--- config.mk ---
export PLATFORM = sky130hd
export DESIGN_NAME = rpn_ctrl
export DESIGN_NICKNAME = d
export VERILOG_FILES = /design/src/rtl/core/rpn_pkg.sv /design/src/rtl/core/rpn_ctrl.sv
export SDC_FILE = /design/constraint.sdc
export NUM_CORES = 1
export LEC_CHECK = 0
export BUFFER_PORTS_ARGS = -buffer_cell sky130_fd_sc_hd__buf_4
export CORE_AREA = 2 2 39 41
export DETAILED_ROUTE_END_ITERATION = 16
export DIE_AREA = 0 0 41 43
export GPL_ROUTABILITY_DRIVEN = 1
export PLACE_DENSITY = 0.76
export SETUP_SLACK_MARGIN = 0.02
export SKIP_CTS_REPAIR_TIMING = 1
export SYNTH_ARGS = -nofsm -noshare
export SYNTH_HDL_FRONTEND = slang
export SYNTH_SLANG_ARGS = --single-unit
--- constraint.sdc ---
create_clock -name i_clk -period 3.53 [get_ports i_clk]
set_input_delay 0.1765 -clock i_clk [delete_from_list [all_inputs] [get_ports i_clk]]
set_output_delay 0.1765 -clock i_clk [all_outputs]
set_load 0.03 [all_outputs]
--- src/rtl/core/rpn_pkg.sv ---
// Package of the RPN stack evaluator: item structs, opcode and status codes,
// controller states and the command and status groups. No dependencies.
package rpn_pkg;

    localparam logic [2:0] OP_PUSH   = 3'd0;
    localparam logic [2:0] OP_ADD    = 3'd1;
    localparam logic [2:0] OP_SUB    = 3'd2;
    localparam logic [2:0] OP_MUL    = 3'd3;
    localparam logic [2:0] OP_DIV    = 3'd4;
    localparam logic [2:0] OP_FINISH = 3'd5;

    localparam logic [2:0] ST_OK         = 3'd0;
    localparam logic [2:0] ST_FULL       = 3'd1;
    localparam logic [2:0] ST_INCOMPLETE = 3'd2;
    localparam logic [2:0] ST_DIVZERO    = 3'd3;
    localparam logic [2:0] ST_INVALID    = 3'd4;

    typedef struct packed {
        logic [2:0]         opcode;
        logic signed [31:0] operand;
    } t_in_item;

    typedef struct packed {
        logic [2:0]         status;
        logic signed [31:0] value;
        logic               result_valid;
        logic [7:0]         depth;
    } t_out_item;

    typedef enum logic [2:0] {
        S_IDLE,
        S_DECODE,
        S_OPER,
        S_MULSAT,
        S_DIV,
        S_EMIT
    } t_state;

    typedef struct packed {
        logic       load;
        logic       push;
        logic       clear;
        logic       rd;
        logic       mul_cap;
        logic       div_start;
        logic       pop_write;
        logic       emit;
        logic [2:0] status;
        logic       vzero;
        logic       final_res;
    } t_cmd;

    typedef struct packed {
        logic [2:0] opcode;
        logic       full;
        logic       cnt_one;
        logic       cnt_ge2;
        logic       top_zero;
        logic       div_done;
    } t_stat;

endpackage

--- src/rtl/core/rpn_ctrl.sv ---
// Controller of the RPN evaluator: decodes each item against the stack
// state and sequences the datapath. Depends on rpn_pkg.
module rpn_ctrl (
    input  logic           i_clk,
    input  logic           i_rst_n,
    input  logic           i_start,
    input  rpn_pkg::t_stat i_stat,
    output logic           o_busy,
    output rpn_pkg::t_cmd  o_cmd
);

    rpn_pkg::t_state r_state;
    rpn_pkg::t_state n_state;
    logic [2:0]      r_status;
    logic [2:0]      n_status;
    logic            r_vzero;
    logic            n_vzero;
    logic            r_final;
    logic            n_final;

    always_ff @(posedge i_clk) begin
        if (!i_rst_n) begin
            r_state <= rpn_pkg::S_IDLE;
        end else begin
            r_state <= n_state;
        end
    end

    always_ff @(posedge i_clk) begin
        if (r_state == rpn_pkg::S_DECODE) begin
            r_status <= n_status;
            r_vzero  <= n_vzero;
            r_final  <= n_final;
        end
    end

    always_comb begin
        n_state = r_state;
        case (r_state)
            rpn_pkg::S_IDLE: begin
                if (i_start) begin
                    n_state = rpn_pkg::S_DECODE;
                end
            end
            rpn_pkg::S_DECODE: begin
                n_state = rpn_pkg::S_EMIT;
                if (i_stat.opcode != rpn_pkg::OP_PUSH && i_stat.opcode != rpn_pkg::OP_FINISH
                    && i_stat.cnt_ge2
                    && i_stat.opcode inside {rpn_pkg::OP_ADD, rpn_pkg::OP_SUB,
                                             rpn_pkg::OP_MUL, rpn_pkg::OP_DIV}
                    && !(i_stat.opcode == rpn_pkg::OP_DIV && i_stat.top_zero)) begin
                    n_state = rpn_pkg::S_OPER;
                end
            end
            rpn_pkg::S_OPER: begin
                case (i_stat.opcode)
                    rpn_pkg::OP_MUL: n_state = rpn_pkg::S_MULSAT;
                    rpn_pkg::OP_DIV: n_state = rpn_pkg::S_DIV;
                    default:         n_state = rpn_pkg::S_EMIT;
                endcase
            end
            rpn_pkg::S_MULSAT: n_state = rpn_pkg::S_EMIT;
            rpn_pkg::S_DIV: begin
                if (i_stat.div_done) begin
                    n_state = rpn_pkg::S_EMIT;
                end
            end
            rpn_pkg::S_EMIT: n_state = rpn_pkg::S_IDLE;
            default:         n_state = rpn_pkg::S_IDLE;
        endcase
    end

    always_comb begin
        o_cmd           = '0;
        o_cmd.status    = r_status;
        o_cmd.vzero     = r_vzero;
        o_cmd.final_res = r_final;
        n_status        = rpn_pkg::ST_OK;
        n_vzero         = 1'b0;
        n_final         = 1'b0;
        case (r_state)
            rpn_pkg::S_IDLE: begin
                o_cmd.load = i_start;
            end
            rpn_pkg::S_DECODE: begin
                case (i_stat.opcode)
                    rpn_pkg::OP_PUSH: begin
                        if (i_stat.full) begin
                            n_status = rpn_pkg::ST_FULL;
                        end else begin
                            o_cmd.push = 1'b1;
                        end
                    end
                    rpn_pkg::OP_FINISH: begin
                        o_cmd.clear = 1'b1;
                        if (i_stat.cnt_one) begin
                            n_final = 1'b1;
                        end else begin
                            n_status = rpn_pkg::ST_INCOMPLETE;
                            n_vzero  = 1'b1;
                        end
                    end
                    default: begin
                        if (!i_stat.cnt_ge2) begin
                            o_cmd.clear = 1'b1;
                            n_status    = rpn_pkg::ST_INCOMPLETE;
                            n_vzero     = 1'b1;
                        end else if (i_stat.opcode inside {rpn_pkg::OP_ADD, rpn_pkg::OP_SUB,
                                                           rpn_pkg::OP_MUL, rpn_pkg::OP_DIV}) begin
                            if (i_stat.opcode == rpn_pkg::OP_DIV && i_stat.top_zero) begin
                                o_cmd.clear = 1'b1;
                                n_status    = rpn_pkg::ST_DIVZERO;
                                n_vzero     = 1'b1;
                            end else begin
                                o_cmd.rd = 1'b1;
                            end
                        end else begin
                            o_cmd.clear = 1'b1;
                            n_status    = rpn_pkg::ST_INVALID;
                            n_vzero     = 1'b1;
                        end
                    end
                endcase
            end
            rpn_pkg::S_OPER: begin
                case (i_stat.opcode)
                    rpn_pkg::OP_MUL: o_cmd.mul_cap   = 1'b1;
                    rpn_pkg::OP_DIV: o_cmd.div_start = 1'b1;
                    default:         o_cmd.pop_write = 1'b1;
                endcase
            end
            rpn_pkg::S_MULSAT: o_cmd.pop_write = 1'b1;
            rpn_pkg::S_DIV:    o_cmd.pop_write = i_stat.div_done;
            rpn_pkg::S_EMIT:   o_cmd.emit      = 1'b1;
            default: ;
        endcase
    end

    assign o_busy = (r_state != rpn_pkg::S_IDLE);

`ifndef SYNTH
    a_div_wait: assert property (@(posedge i_clk) disable iff (!i_rst_n)
        (r_state == rpn_pkg::S_OPER && i_stat.opcode == rpn_pkg::OP_DIV)
        |=> (r_state == rpn_pkg::S_DIV && !i_stat.div_done))
        else $error("divider finished without a full iteration");
`endif

endmodule

==> impl_metrics.yaml <==
run_status:
  outcome: "finished, final reports clean"
clock_network:
  cts-buffers-inserted: 3
  cts_buffer_depth: 2
  h-tree-depth: 1
  clk_latency_ps: 250
  cts_tree: "done"
  cts_root_buf: "clkbuf_4"
  cts_sinks: 8
  path_clk_slew_ps: 60
logic_synthesis:
  synth_top_cell_area_share_pct: 26.1
  syn_area_um2: 574
  async_flop_share_pct: 0
  syn_inst: 67
  netlist_top_cells_area: "edfxtp_1 26%, dfxtp_1 10%, nor3b_1 5.2%"
  synth.most_common_cell: "clkbuf_1"
  ys_seq_elements: 8
  synth_cell_type_count: 32
  synth_edf_count: 5
  synth_flop_cell: "edfxtp_1"
  yosys_warnings: 0
  avgSynthCellArea_um2: 8.57
  yosysSeqAreaShare_pct: 36.6
  syn-num-nets: 78
  synth_top_area_cell: "edfxtp_1"
  synth_common_cells: "6 x clkbuf_1, 5 x edfxtp_1, 5 x nor3_1"
sta:
  skew_ps: 4.62
  maxSlewHeadroom_pct: 76.5
  worstMarginPinSlew_ps: 352
  setup-tns-final_ps: 0
  maxSlewViolCount: 0
  fin_crit_sh_pct: 51.0
  fin_crit_ps: 1800
  rsz0062_at_grt: "false"
  fin_ws_ps: 1730
  hold_viol: 0
  max_freq_mhz: 556
  setup_viol_count_final: 0
finish:
  diodes: 0
  fill_cells: 123
  multi_input_area_um2: 312
  area_growth_pct: 32.9
  seq_area_um2: 210
  fin_nets: 99
  drive_above_1_share_pct: 33.3
critical_path:
  critical_path_depth: 4
  endpoint: "o_cmd[10]"
  cpPeakStageDelay_ps: 530
  cp_max_fo: 12
  required_ps: 3350
  end_kind: "output pin"
  critical_path_class: "reg2out"
  crit_chain: "nor2b_1, nand2_1, nor3_1, buf_4"
  crit_buf_inv: 1
  regToRegStartpoint: "r_state[0]"
  crit_slowest_cell: "dfxtp_1"
  crit_family: "simple AND/OR/NAND/NOR gates"
  startpoint: "r_state[0]"
  reg2reg_depth: 3
  r2r_end: "r_vzero"
  startpoint_type: "register"
  regToRegSetupSlack_ps: 2080
  crit_arrival_ps: 1620
routing:
  drt-vias-per-instance: 5.38
  dr_total_vias: 554
  drc: 0
  routed_wl_um: 1240
  drt_iter0_markers: 7
  ant_nets: 0
  drtPass1Iterations: 5
  wire_per_inst_um: 12.0
pwr:
  peakVddDrop_mv: 0.145
  finalPower_mw: 0.310
  p_per_area_mw_per_mm2: 406
  leakagePower_nw: 0.324
grt:
  grt_start_max_net_pins: 14
  grt.total_usage_pct: 15.3
  antenna_found_initial: 0
  grt-ovfl-total: 0
  grt_pass1_wl_um: 1900
  grt_pass1_vias: 463
floorplan:
  initial_core_util_pct: 41.5
  die-height_um: 43
  dieArea_mm2: 0.00176
  rows: 14
  die_w_um: 41
  core-area_mm2: 0.00138
  ios: 25
placement:
  post-place-ws_ps: 2000
  port-buffer-count: 24
  gp_congestion: 0.790
  hpwl_um: 895
min_path:
  worstHoldPathType: "in2reg"
job:
  drv_cap: 0
-- final cells by class --
type                    instances  area share, %
inverters                       4           1.97
well taps                      16           2.62
clock buffers                   4           3.44
repair buffers                 24           23.6
flip-flops and latches          8           27.5
multi-input cells              47           40.8
-- report_power, final --
part           switching, mW  internal (mW)  leakage (nW)
clock network         0.0316         0.0433        0.0150
registers             0.0112          0.112        0.0724
logic                 0.0670         0.0447         0.237
-- worst min-delay path by stage --
stage / startpoint / end / cells after the start
global route: i_rst_n / r_state[2] / 3
floorplan: i_rst_n / r_state[2] / 2
finish: i_rst_n / r_state[2] / 3
CTS: i_rst_n / r_state[2] / 3
detailed placement: i_rst_n / r_state[2] / 3
global placement: i_rst_n / r_state[2] / 3
-- worst reg2reg max path, delay by kind of cell (launching register included) --
kind	cells	cell delay (ps)
DFF	1	530
and+or+nand+nor	2	440
buffers and inverters	1	180
-- sequential cells by signal (all words and copies together) (netlist names) --
| signal | flops |
|---|---|
| r_state | 3 |
| r_final | 1 |
| r_status | 3 |
| r_vzero | 1 |
-- cell families after synthesis --
family          Yosys count  share of synthesized area [%]
compound gates           15                           19.0
simple gates             32                           35.3
buf+inv                  12                           9.15
flops                     8                           36.6
-- cells in the final DEF, fill, tap and decap left out, drive strengths merged, types with 2 or more instances in the layout --
master / instances
buf: 24
dfxtp: 3
clkbuf: 4
edfxtp: 5
nand2: 4
nor2: 3
nor2b: 4
nor3: 5
nor3b: 4
inv: 4
o21ai: 2
and3: 2
a21oi: 4
-- metal layers --
layer  vias to the layer above  track usage [%]  share of wire [%]
met5                         -                0                  0
met4                         0             10.0                1.3
met3                         2                0                4.8
met2                        17             21.6                 48
met1                       251             22.0                 46
li1                        284                -                  -
-- through the flow --
step / util (%) / hold WS, ps / instance area [um^2] / std cells
after floorplan: - / 335 / 574 / 67
after CTS: 55.2 / 206 / 763 / 103
after global routing: 55.2 / 222 / 763 / 103
final: 55.2 / 209 / 763 / 103
after global placement: 53.3 / 476 / 737 / 99
after detailed placement: 53.3 / 476 / 737 / 99
(Power assumes the default switching activity.)
